--- src/rtl/core/rmsm_pkg.sv ---
// Shared types and constants of the block RMS meter.
`timescale 1ns / 1ps

package rmsm_pkg;

    // Result field widths, fixed by the output format.
    localparam int RMS_W   = 16;
    localparam int COUNT_W = 17;

    // Depth of the queue of closed blocks between front and back.
    localparam int Q_DEPTH = 2;
    localparam int Q_PTR_W = (Q_DEPTH > 1) ? $clog2(Q_DEPTH) : 1;
    localparam int Q_LVL_W = $clog2(Q_DEPTH + 1);

    // Queue status seen by both sides.
    typedef struct packed {
        logic               nonempty;
        logic [Q_LVL_W-1:0] level;
    } t_q_stat;

    // Back end sequencer states.
    typedef enum logic [1:0] {
        ST_IDLE,
        ST_DIV,
        ST_ROOT,
        ST_DONE
    } t_back_state;

endpackage

--- src/rtl/core/rmsm_queue.sv ---
// Short register queue of closed-block records between front and back.
`timescale 1ns / 1ps

module rmsm_queue #(
    parameter int W = 8
) (
    input  logic                  i_clk,
    input  logic                  i_rst_n,
    input  logic                  i_push,
    input  logic [W-1:0]          i_push_data,
    input  logic                  i_pop,
    output logic [W-1:0]          o_data,
    output rmsm_pkg::t_q_stat     o_stat
);

    localparam int PTR_W = rmsm_pkg::Q_PTR_W;
    localparam int LVL_W = rmsm_pkg::Q_LVL_W;
    localparam int DEPTH = rmsm_pkg::Q_DEPTH;

    logic [W-1:0]     r_mem [DEPTH];
    logic [PTR_W-1:0] r_wr_ptr;
    logic [PTR_W-1:0] r_rd_ptr;
    logic [LVL_W-1:0] r_level;
    logic [LVL_W-1:0] n_level;

    always_comb begin
        n_level = r_level;
        if (i_push && !i_pop) begin
            n_level = r_level + 1'b1;
        end else if (!i_push && i_pop) begin
            n_level = r_level - 1'b1;
        end
    end

    always_ff @(posedge i_clk) begin
        if (!i_rst_n) begin
            r_wr_ptr <= '0;
            r_rd_ptr <= '0;
            r_level  <= '0;
        end else begin
            r_level <= n_level;
            if (i_push) begin
                r_wr_ptr <= (r_wr_ptr == PTR_W'(DEPTH - 1)) ? '0 : r_wr_ptr + 1'b1;
            end
            if (i_pop) begin
                r_rd_ptr <= (r_rd_ptr == PTR_W'(DEPTH - 1)) ? '0 : r_rd_ptr + 1'b1;
            end
        end
    end

    always_ff @(posedge i_clk) begin
        if (i_push) begin
            r_mem[r_wr_ptr] <= i_push_data;
        end
    end

    assign o_data          = r_mem[r_rd_ptr];
    assign o_stat.nonempty = (r_level != '0);
    assign o_stat.level    = r_level;

endmodule

--- src/rtl/core/rmsm_front.sv ---
// Front end: takes samples, squares them and accumulates each block.
`timescale 1ns / 1ps

module rmsm_front #(
    parameter int SAMPLE_BITS = 16,
    parameter int MAX_BLOCK   = 65536,
    parameter int CNT_W       = 17,
    parameter int SUM_W       = 49,
    parameter int E_W         = 67
) (
    input  logic                   i_clk,
    input  logic                   i_rst_n,
    input  logic                   i_valid,
    output logic                   o_stall,
    input  logic [SAMPLE_BITS-1:0] i_sample,
    input  logic                   i_last,
    input  rmsm_pkg::t_q_stat      i_q_stat,
    output logic                   o_push,
    output logic [E_W-1:0]         o_push_data
);

    localparam int N      = SAMPLE_BITS;
    localparam int PEND_W = rmsm_pkg::Q_LVL_W + 1;

    logic             accept;
    logic [N-1:0]     mag;
    logic             keep;
    logic [CNT_W-1:0] cnt_after;
    logic             drop_after;
    logic [PEND_W-1:0] pending;

    // Block counters at the intake.
    logic [CNT_W-1:0] r_cnt;
    logic             r_drop;

    // Stage 1: magnitude.
    logic             r_s1_valid;
    logic             r_s1_last;
    logic             r_s1_keep;
    logic [N-1:0]     r_s1_mag;
    logic [CNT_W-1:0] r_s1_cnt;
    logic             r_s1_drop;

    // Stage 2: square.
    logic             r_s2_valid;
    logic             r_s2_last;
    logic             r_s2_keep;
    logic [2*N-1:0]   r_s2_sq;
    logic [CNT_W-1:0] r_s2_cnt;
    logic             r_s2_drop;
    logic [2*N-1:0]   n_sq;

    // Stage 3: accumulator.
    logic [SUM_W-1:0] r_sum;
    logic [SUM_W-1:0] n_sum;

    // Reserve a queue slot for every block close still in the pipe.
    assign pending = PEND_W'(i_q_stat.level)
                   + PEND_W'(r_s1_valid & r_s1_last)
                   + PEND_W'(r_s2_valid & r_s2_last);
    assign o_stall = (pending >= PEND_W'(rmsm_pkg::Q_DEPTH));
    assign accept  = i_valid & ~o_stall;

    assign mag        = i_sample[N-1] ? (N'(0) - i_sample) : i_sample;
    assign keep       = (r_cnt < CNT_W'(MAX_BLOCK));
    assign cnt_after  = keep ? r_cnt + 1'b1 : r_cnt;
    assign drop_after = r_drop | ~keep;

    assign n_sq  = r_s1_mag * r_s1_mag;
    assign n_sum = r_sum + (r_s2_keep ? SUM_W'(r_s2_sq) : '0);

    assign o_push      = r_s2_valid & r_s2_last;
    assign o_push_data = {n_sum, r_s2_cnt, r_s2_drop};

    always_ff @(posedge i_clk) begin
        if (!i_rst_n) begin
            r_cnt      <= '0;
            r_drop     <= 1'b0;
            r_s1_valid <= 1'b0;
            r_s2_valid <= 1'b0;
            r_sum      <= '0;
        end else begin
            r_s1_valid <= accept;
            r_s2_valid <= r_s1_valid;
            if (accept) begin
                if (i_last) begin
                    r_cnt  <= '0;
                    r_drop <= 1'b0;
                end else begin
                    r_cnt  <= cnt_after;
                    r_drop <= drop_after;
                end
            end
            if (r_s2_valid) begin
                r_sum <= r_s2_last ? '0 : n_sum;
            end
        end
    end

    always_ff @(posedge i_clk) begin
        if (accept) begin
            r_s1_last <= i_last;
            r_s1_keep <= keep;
            r_s1_mag  <= mag;
            r_s1_cnt  <= cnt_after;
            r_s1_drop <= drop_after;
        end
        r_s2_last <= r_s1_last;
        r_s2_keep <= r_s1_keep;
        r_s2_sq   <= n_sq;
        r_s2_cnt  <= r_s1_cnt;
        r_s2_drop <= r_s1_drop;
    end

endmodule

--- src/rtl/core/rmsm_back.sv ---
// Back end: divides a closed block's sum by its count, takes the root.
`timescale 1ns / 1ps

module rmsm_back #(
    parameter int CNT_W = 17,
    parameter int SUM_W = 49,
    parameter int E_W   = 67
) (
    input  logic                           i_clk,
    input  logic                           i_rst_n,
    input  rmsm_pkg::t_q_stat              i_q_stat,
    input  logic [E_W-1:0]                 i_q_data,
    output logic                           o_pop,
    output logic                           o_valid,
    input  logic                           i_stall,
    output logic [rmsm_pkg::RMS_W-1:0]     o_rms,
    output logic [rmsm_pkg::COUNT_W-1:0]   o_count,
    output logic                           o_overflow
);

    localparam int RMS_W   = rmsm_pkg::RMS_W;
    localparam int COUNT_W = rmsm_pkg::COUNT_W;
    localparam int SQ_W    = SUM_W + (SUM_W % 2);
    localparam int ROOT_W  = SQ_W / 2;
    localparam int IT_W    = $clog2(SUM_W);

    rmsm_pkg::t_back_state r_state;
    rmsm_pkg::t_back_state n_state;

    logic             div_step;
    logic             root_step;
    logic             out_load;
    logic             out_free;
    logic             div_last;
    logic             root_last;

    logic [SUM_W-1:0] e_sum;
    logic [CNT_W-1:0] e_cnt;
    logic             e_drop;

    logic [IT_W-1:0]  r_iter;
    logic [SUM_W-1:0] r_quo;
    logic [CNT_W-1:0] r_rem;
    logic [CNT_W-1:0] r_div;
    logic [CNT_W-1:0] r_cnt;
    logic             r_drop;
    logic [SQ_W-1:0]  r_x;
    logic [ROOT_W-1:0] r_root;
    // Root remainder can reach twice the partial root, one bit wider.
    logic [ROOT_W:0]   r_rrem;
    logic             r_out_valid;

    logic [CNT_W:0]   rem_sh;
    logic             div_ge;
    logic [CNT_W:0]   rem_sub;
    logic [SUM_W-1:0] n_quo;
    logic [ROOT_W+2:0] rrem_sh;
    logic [ROOT_W+2:0] trial;
    logic             root_ge;
    logic [ROOT_W+2:0] rrem_sub;

    assign {e_sum, e_cnt, e_drop} = i_q_data;

    assign out_free  = ~r_out_valid | ~i_stall;
    assign div_last  = (r_iter == IT_W'(SUM_W - 1));
    assign root_last = (r_iter == IT_W'(ROOT_W - 1));

    // Restoring divide, one quotient bit per cycle; a zero divisor yields zero.
    assign rem_sh  = {r_rem, r_quo[SUM_W-1]};
    assign div_ge  = (rem_sh >= {1'b0, r_div}) && (r_div != '0);
    assign rem_sub = rem_sh - {1'b0, r_div};
    assign n_quo   = {r_quo[SUM_W-2:0], div_ge};

    // Digit-by-digit root, one result bit per cycle.
    assign rrem_sh  = {r_rrem, r_x[SQ_W-1:SQ_W-2]};
    assign trial    = {1'b0, r_root, 2'b01};
    assign root_ge  = (rrem_sh >= trial);
    assign rrem_sub = rrem_sh - trial;

    always_comb begin
        n_state = r_state;
        unique case (r_state)
            rmsm_pkg::ST_IDLE: begin
                if (i_q_stat.nonempty) begin
                    n_state = rmsm_pkg::ST_DIV;
                end
            end
            rmsm_pkg::ST_DIV: begin
                if (div_last) begin
                    n_state = rmsm_pkg::ST_ROOT;
                end
            end
            rmsm_pkg::ST_ROOT: begin
                if (root_last) begin
                    n_state = rmsm_pkg::ST_DONE;
                end
            end
            rmsm_pkg::ST_DONE: begin
                if (out_free) begin
                    n_state = rmsm_pkg::ST_IDLE;
                end
            end
            default: begin
                n_state = rmsm_pkg::ST_IDLE;
            end
        endcase
    end

    always_comb begin
        o_pop     = 1'b0;
        div_step  = 1'b0;
        root_step = 1'b0;
        out_load  = 1'b0;
        unique case (r_state)
            rmsm_pkg::ST_IDLE: o_pop     = i_q_stat.nonempty;
            rmsm_pkg::ST_DIV:  div_step  = 1'b1;
            rmsm_pkg::ST_ROOT: root_step = 1'b1;
            rmsm_pkg::ST_DONE: out_load  = out_free;
            default: begin
                o_pop = 1'b0;
            end
        endcase
    end

    always_ff @(posedge i_clk) begin
        if (!i_rst_n) begin
            r_state     <= rmsm_pkg::ST_IDLE;
            r_out_valid <= 1'b0;
        end else begin
            r_state <= n_state;
            if (out_load) begin
                r_out_valid <= 1'b1;
            end else if (!i_stall) begin
                r_out_valid <= 1'b0;
            end
        end
    end

    always_ff @(posedge i_clk) begin
        if (o_pop) begin
            r_quo  <= e_sum;
            r_rem  <= '0;
            r_div  <= e_cnt;
            r_cnt  <= e_cnt;
            r_drop <= e_drop;
            r_iter <= '0;
        end
        if (div_step) begin
            r_quo <= n_quo;
            r_rem <= div_ge ? rem_sub[CNT_W-1:0] : rem_sh[CNT_W-1:0];
            if (div_last) begin
                r_x    <= SQ_W'(n_quo);
                r_root <= '0;
                r_rrem <= '0;
                r_iter <= '0;
            end else begin
                r_iter <= r_iter + 1'b1;
            end
        end
        if (root_step) begin
            r_x    <= {r_x[SQ_W-3:0], 2'b00};
            r_root <= {r_root[ROOT_W-2:0], root_ge};
            r_rrem <= root_ge ? rrem_sub[ROOT_W:0] : rrem_sh[ROOT_W:0];
            r_iter <= r_iter + 1'b1;
        end
        if (out_load) begin
            o_rms      <= RMS_W'(r_root);
            o_count    <= COUNT_W'(r_cnt);
            o_overflow <= r_drop;
        end
    end

    assign o_valid = r_out_valid;

endmodule

--- src/rtl/core/block_rms_meter.sv ---
// Top level of the block RMS meter.
`timescale 1ns / 1ps

// Block RMS meter. Signed samples enter at up to one item per cycle; each is
// squared exactly and added to a wide accumulator, and the samples of the
// block are counted. The item marked last closes the block and yields one
// result: rms = floor(sqrt(floor(sum / count))), unsigned Q1.15 for Q1.15
// samples, with the count and an overflow flag. Samples that arrive once
// MAX_BLOCK have been counted are dropped (the last one still closes the
// block) and the flag is raised. The intake runs three stages (magnitude,
// square, accumulate) and hands each closed block to a two-entry queue. The
// back end serves one closed block at a time: a restoring divider gives one
// quotient bit per cycle and a digit-by-digit root one result bit per cycle,
// with SUM_W = min(64, 2*SAMPLE_BITS + clog2(MAX_BLOCK+1)) quotient bits
// and ROOT_W = ceil(SUM_W/2) root bits. Samples stream at one per cycle
// as long as the back end keeps up with the blocks; a run of short blocks
// fills the queue and raises o_stall until the back end catches up. The
// result waits in an output register while the next block is being
// measured. Sums wider than 64 bits wrap modulo 2^64 and the reported
// count wraps modulo 2^17.

module block_rms_meter #(
    parameter int MAX_BLOCK   = 65536,
    parameter int SAMPLE_BITS = 16
) (
    input  logic                              i_clk,
    input  logic                              i_rst_n,
    // Sample channel
    input  logic                              i_valid,
    output logic                              o_stall,
    input  logic signed [SAMPLE_BITS-1:0]     i_sample,
    input  logic                              i_last,
    // Result channel
    output logic                              o_valid,
    input  logic                              i_stall,
    output logic [rmsm_pkg::RMS_W-1:0]        o_rms,
    output logic [rmsm_pkg::COUNT_W-1:0]      o_count,
    output logic                              o_overflow
);

    // Count must reach MAX_BLOCK itself.
    localparam int CNT_W   = (MAX_BLOCK > 1) ? $clog2(MAX_BLOCK + 1) : 1;
    // Sum of squares, capped at 64 bits where it wraps.
    localparam int SUM_RAW = 2 * SAMPLE_BITS + CNT_W;
    localparam int SUM_W   = (SUM_RAW > 64) ? 64 : SUM_RAW;
    // Closed-block record: sum, count, drop flag.
    localparam int E_W     = SUM_W + CNT_W + 1;

    rmsm_pkg::t_q_stat q_stat;
    logic              q_push;
    logic [E_W-1:0]    q_push_data;
    logic              q_pop;
    logic [E_W-1:0]    q_data;

    // Intake: magnitude, square and accumulate; push a record per block.
    rmsm_front #(
        .SAMPLE_BITS (SAMPLE_BITS),
        .MAX_BLOCK   (MAX_BLOCK),
        .CNT_W       (CNT_W),
        .SUM_W       (SUM_W),
        .E_W         (E_W)
    ) u_front (
        .i_clk       (i_clk),
        .i_rst_n     (i_rst_n),
        .i_valid     (i_valid),
        .o_stall     (o_stall),
        .i_sample    (i_sample),
        .i_last      (i_last),
        .i_q_stat    (q_stat),
        .o_push      (q_push),
        .o_push_data (q_push_data)
    );

    // Decouple the sample stream from the slow per-block arithmetic.
    rmsm_queue #(
        .W           (E_W)
    ) u_queue (
        .i_clk       (i_clk),
        .i_rst_n     (i_rst_n),
        .i_push      (q_push),
        .i_push_data (q_push_data),
        .i_pop       (q_pop),
        .o_data      (q_data),
        .o_stat      (q_stat)
    );

    // Divide and root, then hold the result until it is taken.
    rmsm_back #(
        .CNT_W       (CNT_W),
        .SUM_W       (SUM_W),
        .E_W         (E_W)
    ) u_back (
        .i_clk       (i_clk),
        .i_rst_n     (i_rst_n),
        .i_q_stat    (q_stat),
        .i_q_data    (q_data),
        .o_pop       (q_pop),
        .o_valid     (o_valid),
        .i_stall     (i_stall),
        .o_rms       (o_rms),
        .o_count     (o_count),
        .o_overflow  (o_overflow)
    );

endmodule
--- config.mk ---
export PLATFORM = sky130hd
export DESIGN_NAME = block_rms_meter
export DESIGN_NICKNAME = d
export VERILOG_FILES = /design/src/rtl/core/rmsm_pkg.sv /design/src/rtl/core/rmsm_queue.sv /design/src/rtl/core/rmsm_front.sv /design/src/rtl/core/rmsm_back.sv /design/src/rtl/core/block_rms_meter.sv
export SDC_FILE = /design/constraint.sdc
export NUM_CORES = 1
export LEC_CHECK = 0
export ABC_AREA = 1
export BUFFER_PORTS_ARGS = -buffer_cell sky130_fd_sc_hd__buf_2
export CAP_MARGIN = 20
export CORE_MARGIN = 8
export CORE_UTILIZATION = 55
export DETAILED_ROUTE_END_ITERATION = 10
export GPL_TIMING_DRIVEN = 0
export PLACE_DENSITY_LB_ADDON = 0.25
export SKIP_CTS_REPAIR_TIMING = 1
export SYNTH_ARGS = -nofsm -noshare
export SYNTH_HDL_FRONTEND = slang
export SYNTH_SLANG_ARGS = --single-unit
--- constraint.sdc ---
create_clock -name i_clk -period 8.2 [get_ports i_clk]
set_input_delay 0.41 -clock i_clk [delete_from_list [all_inputs] [get_ports i_clk]]
set_output_delay 0.41 -clock i_clk [all_outputs]
set_load 0.01 [all_outputs]
# Yosys cells after proc, flatten, opt, wreduce, memory -nomap -nowiden
# Memories as Yosys holds them, arrays and structs flattened. A register that Yosys moved wholly into a read port is not among the register bits.
# Index checks and enable logic that the tools add are counted.
dict set report word_totals {
  regBits 389
  latch_bits 0
  ramBits 134
  mem_bits_ro 0
  inputBits 21
  out_inout_bits 36
  wordCells 131
  mem_count 1
}
# name words width rd rd_clocked_by_memory_dff wr line
set memory_table {}
lappend memory_table {u_queue.r_mem 2 67 1 1 1 rmsm_queue.sv:20} ;# logic [W-1:0] r_mem [DEPTH];
dict set report op_classes {
  addsub 12
  n_mul 1
  n_div 0
  order_cmp 4
  eq_ne 10
  shift 0
  n_mux 44
  bitwise 10
  reduce_logical 16
}
# cell count
set op_table {}
lappend op_table {{$mux 50} 3}
lappend op_table {{$mux 49} 3}
lappend op_table {{$mux 26} 4}
lappend op_table {{$mux 17} 5}
lappend op_table {{$mux 25} 3}
lappend op_table {{$add 49x49->49} 1}
lappend op_table {{$mul 16x16->32} 1}
lappend op_table {{$mux 32} 1}
lappend op_table {{$ge 28x27->1} 1}
lappend op_table {{$sub 26x26->26} 1}
lappend op_table {{$mux 6} 4}
lappend op_table {{$ge 18x17->1} 1}
lappend op_table {{$add 17x1->17 const B} 1}
lappend op_table {{$lt 17x17->1 const B} 1}
lappend op_table {{$reduce_bool 17->1} 1}
lappend op_table {{$sub 17x17->17} 1}
lappend op_table {{$sub 1x16->16 const A} 1}
lappend op_table {{$mux 15} 1}
lappend op_table {{$mux 1} 13}
lappend op_table {{$mux 2} 6}
lappend op_table {{$ne 2x1->1 const B} 5}
lappend op_table {{$reduce_bool 2->1} 5}
lappend op_table {{$pmux 2 s4} 1}
lappend op_table {{$add 6x1->6 const B} 1}
lappend op_table {{19 further kinds} 32}

# Logic depth before layout (Yosys ltp)
dict set report logic_depth {
  word_depth 6
  ltp_mapped 27
  mapped_depth_nobuf 26
}

# Modules after synthesis
# Synthesis repeated with hierarchy kept, for this count alone.
dict set report hier_totals {
  hier_cells 4024
  hier_area_um2 34252.9
}
# module n_inst cells_each area_per_inst_um2
set modules_own_cells {}
lappend modules_own_cells {rmsm_front 1 2339 16585.9}
lappend modules_own_cells {rmsm_back 1 1443 12495.7}
lappend modules_own_cells {rmsm_queue 1 242 5171.2}

# Least setup slack after synthesis
# No wires, ideal clock.
dict set report synth_path {
  path_kind {reg2reg}
  start {register u_back.r_iter[0]}
  end {register u_back.r_root[0], enable pin}
  t_arrival_ns 5.926
  slack_ns 1.684
  stages_incl_launch_ff 8
  synth_period_minus_slack_ns 6.516
  cell_sequence {edfxtp_1 -> inv_1 -> ha_1 -> nand3b_1 -> nor3_1 -> inv_2 -> clkbuf_1 -> a21oi_1}
}
dict set report synth_between {
  elab_chain_len 3
}
# element line
set synth_lines {}
lappend synth_lines {{from (decl)} rmsm_back.sv:41} ;# logic [IT_W-1:0] r_iter;
lappend synth_lines {{from (signal assigned)} rmsm_back.sv:157} ;# r_iter <= r_iter + 1'b1;
lappend synth_lines {{from (signal assigned)} rmsm_back.sv:164} ;# r_iter <= r_iter + 1'b1;
lappend synth_lines {{$eq 6x6->1} rmsm_back.sv:65} ;# assign div_last = (r_iter == IT_W'(SUM_W - 1));
lappend synth_lines {{$reduce_bool 2->1 (no line)} n/a}
lappend synth_lines {{$reduce_and 2->1 (no line)} n/a}
lappend synth_lines {{to (signal assigned)} rmsm_back.sv:162} ;# r_root <= {r_root[ROOT_W-2:0], root_ge};
lappend synth_lines {{to (decl)} rmsm_back.sv:48} ;# logic [ROOT_W-1:0] r_root;
# Every way passes these cells.
# A chain may end at the register's enable or synchronous reset.

# Final worst setup path
dict set report layout_path {
  start {register u_front.r_s1_mag[4]}
  end {register u_front.r_s2_sq[31]}
}
dict set report layout_between {
  elab_chain_len 1
}
# element line
set layout_lines {}
lappend layout_lines {{from (decl)} rmsm_front.sv:40} ;# logic [N-1:0] r_s1_mag;
lappend layout_lines {{from (signal assigned)} rmsm_front.sv:104} ;# r_s1_mag <= mag;
lappend layout_lines {{$mul 16x16->32} rmsm_front.sv:69} ;# assign n_sq = r_s1_mag * r_s1_mag;
lappend layout_lines {{via u_front.n_sq[31]} rmsm_front.sv:51} ;# logic [2*N-1:0] n_sq;
lappend layout_lines {{to (signal assigned)} rmsm_front.sv:110} ;# r_s2_sq <= n_sq;
lappend layout_lines {{to (decl)} rmsm_front.sv:48} ;# logic [2*N-1:0] r_s2_sq;
# The timed path passes the listed nets, and every way through them passes these cells.

==> impl_results.md <==
- Outcome: completed
- Unrepaired setup endpoints after global routing: no
- Capturing element type of the critical path: register
- Slew at the pin closest to its max-slew limit: 0.898 ns
- Setup-violating endpoint count in the final report: 0
- Total number of vias: 25,000
- Number of antenna repair diodes: 0
- Post-synth EDFFs: 393
- Cell types with the highest counts after synthesis: sky130_fd_sc_hd__nand2_1 (1,000), sky130_fd_sc_hd__inv_1 (742), sky130_fd_sc_hd__edfxtp_1 (393), sky130_fd_sc_hd__nor2_1 (339), sky130_fd_sc_hd__a21oi_1 (190)
- Hold Violations, Final: 0
- Terminus of the critical flop-to-flop path: u_front.r_s2_sq[31]
- Final wirelength: 76.6 mm
- Buf+Inv Stages, Crit Path: 6
- Worst setup SP type: register
- Die extent in y: 262 um
- Clock period minus worst slack: 6.62 ns
- Later-pin clock latency in the skew report: 0.61 ns
- NumNets Final: 4,365
- Detailed-route DRC error count: 0
- Clock-pin slew reported for the worst setup and hold paths after clock tree synthesis: 0.06 ns
- Most area-hungry cell type in the Yosys netlist: sky130_fd_sc_hd__edfxtp_1
- Pin count of the biggest net entering global routing: 67
- Mapped Cells: 3,875
- First-pass GRT wire length: 126 mm
- Summed instance area of the synthesized netlist: 33,300 um^2
- Via count of the first global-routing pass: 24,800
- Category of cells accounting for the largest share of critical-path delay: adder cells
- TritonCTS Buffers: 52
- Syn_nets: 4,247
- Clk_skew: 0.0199 ns
- Period utilization: 80.7%
- Warnings, synthesis: 0
- Count of state elements after synthesis: 523
- Reg2Reg Depth: 20
- Setup CP Type: reg -> reg
- Post-detail-place hpwl: 60.2 mm
- Area growth from synthesis to layout: 9.84%
- Maximum frequency from static timing analysis: 0.151 GHz
- Register-to-register setup slack: 1.58 ns
- Biggest fanout along the worst timing path: 10
- Ports placed on the boundary: 57
- Slowest Stage Delay on Critical Path: 0.60 ns
- Hold/Removal Path Class: in -> reg
- Relative slew margins: 40.1%
- Die Outline Area: 68,600 um^2
- Setup TNS: 0 ns
- Deepest level of the CTS H-tree: 2
- Required time of the worst setup path: 8.72 ns
- Maximum clock insertion buffer count: 3
- Residual antenna-violating net count after detailed routing: 0
- Largest cells by area after synthesis: sky130_fd_sc_hd__edfxtp_1 (35%), sky130_fd_sc_hd__nand2_1 (11%), sky130_fd_sc_hd__fa_1 (9.9%)
- Number of iterations in the first detailed-routing pass: 7
- Cell with the biggest individual delay on the critical path: sky130_fd_sc_hd__fa_1
- WP depth: 20
- Horizontal die dimension: 262 um
- Initial core utilization: 55.4%
- Number of antenna violations at the first check in global routing: 0
- Routed via count divided by cell count: 5.19
- Clock tree from TritonCTS: yes
- Count of port buffers added during placement: 55
- Core area: 60,000 um^2
- Predominant post-synthesis flop cell: sky130_fd_sc_hd__edfxtp_1
- Most used cell along the critical path: sky130_fd_sc_hd__fa_1
- Starting DRC count in detailed routing: 1,489
- Cell with the most instances after synthesis: sky130_fd_sc_hd__nand2_1
- Proportion of netlist area held by the largest area contributor: 35.5%
- Syn Area/Cell: 8.58 um^2
- Placer congestion estimate: 0.958
- CTS sink count: 523
- Drt wl/cell: 15.9 um
- Synth async-reset ratio: 0%
- Worst reg2reg startpoint: u_front.r_s1_mag[4]
- Number of max-cap violations: 0
- Share of final-layout standard cells stronger than drive strength 1: 4.63%
- Clock root buffer: sky130_fd_sc_hd__clkbuf_16
- Part of the Yosys area used for sequential elements: 43.3%
- Post-synthesis cell type count: 54
- # rows: 90
- Critical Path Sink: u_front.r_s2_sq[31]
- Cells traversed along the worst timing path: clkbuf_1 -> clkbuf_1 -> nand2_1 -> fa_1 -> fa_1 -> inv_1 -> fa_1 -> fa_1 -> fa_1 -> inv_1 -> fa_1 -> inv_1 -> ha_1 -> nand2_1 -> nor2_1 -> inv_1 -> o21ai_0 -> nand3_1 -> nand2_1 -> xnor2_1
- Critical Path Start: u_front.r_s1_mag[4]
- Total grt overflow: 0
- Start point of the worst hold path: i_sample[0]
- Final max-slew violation count: 0
- Overall track demand over capacity in global routing: 22.9%
- Arrival time at the worst endpoint: 7.14 ns
-- placed cells by master (no fill, tap or decap), types with 54 or more instances in the layout --
cell	count
sky130_fd_sc_hd__nand3_1	132
sky130_fd_sc_hd__fa_1	165
sky130_fd_sc_hd__edfxtp_1	393
sky130_fd_sc_hd__o21ai_0	116
sky130_fd_sc_hd__inv_1	742
sky130_fd_sc_hd__buf_2	60
sky130_fd_sc_hd__nor2_1	336
sky130_fd_sc_hd__xor2_1	77
sky130_fd_sc_hd__ha_1	186
sky130_fd_sc_hd__dfxtp_1	130
sky130_fd_sc_hd__clkbuf_1	106
sky130_fd_sc_hd__a21oi_1	189
sky130_fd_sc_hd__clkbuf_16	54
sky130_fd_sc_hd__nand2_1	999
-- logic make-up (layout without fill, tap and decap cells) --
family          Yosys count  after routing  synth area share [%]
compound gates          441            441                  7.64
fa+ha+maj               351            351                  16.9
simple gates           1581           1581                  19.2
buf+inv                 868           1028                  9.93
xor+xnor                110            110                  2.90
flops                   523            523                  43.3
mux                       1              1                0.0339
-- worst register-to-register path: cells and delay by family, from the launching register on --
kind / cells / cell delay [ns]
adder cells (fa/ha/maj): 7 / 3.59
buffers and inverters: 6 / 1.28
AND/OR/NAND/NOR: 5 / 0.72
flip-flops: 1 / 0.40
AO/OA/AOI/OAI: 1 / 0.39
XOR/XNOR: 1 / 0.14
-- through the flow --
step           cell area (um^2)  hold WS, ns  std cells  utilization [%]  setup WS [ns]
2_1_floorplan             33300        0.323       3875                -           1.68
3_3_place_gp              34500        0.324       4712             57.5         -0.818
3_5_place_dp              34800        0.327       4721             57.9           1.64
4_1_cts                   36500      -0.0192       4817             60.9           1.62
5_1_grt                   36500      0.00553       4817             60.9           1.27
6_report                  36500       0.0188       4817             60.9           1.58
-- layout make-up --
class	count	area (um^2)
fillers	5233	23500
multi-input cells	2484	15600
flip-flops and latches	523	14400
inverters	749	2810
clock buffers	63	1410
well taps	782	978
plain buffers	119	490
repair buffers	64	485
clock inverters	33	362
-- routing by layer --
metal | share of wire (%) | GRT usage [%] | vias up
li1 | - | - | 12600
met2 | 49 | 40.3 | 611
met5 | 0 | 0 | -
met3 | 5.0 | 2.52 | 136
met1 | 43 | 29.4 | 11700
met4 | 3.2 | 7.56 | 0
-- state kept, by name, summed over array words and instances (netlist names), 16 cells and up, named ones only --
register / cells
u_back.o_count: 17
u_back.o_rms: 16
u_back.r_div: 17
u_back.r_quo: 49
u_back.r_rem: 17
u_back.r_root: 25
u_back.r_rrem: 26
u_back.r_x: 50
u_front.r_cnt: 17
u_front.r_s1_cnt: 17
u_front.r_s1_mag: 16
u_front.r_s2_cnt: 17
u_front.r_s2_sq: 31
u_front.r_sum: 49
u_queue.r_mem: 134
-- how the worst min path moves through the flow --
stage,to,slack (ns),cells after the start
after global placement,u_front.r_s2_cnt[8],0.32,0
final,u_front.r_s1_mag[0],0.02,1
after CTS,u_front.r_s1_mag[0],-0.02,1
after global routing,u_front.r_s1_mag[0],0.006,1
after floorplan,u_front.r_s2_cnt[0],0.32,0
after detailed placement,u_front.r_s2_cnt[11],0.33,0
Power is not shown: default switching activity piles up to over one toggle a cycle in this logic, so the estimate is an artifact.
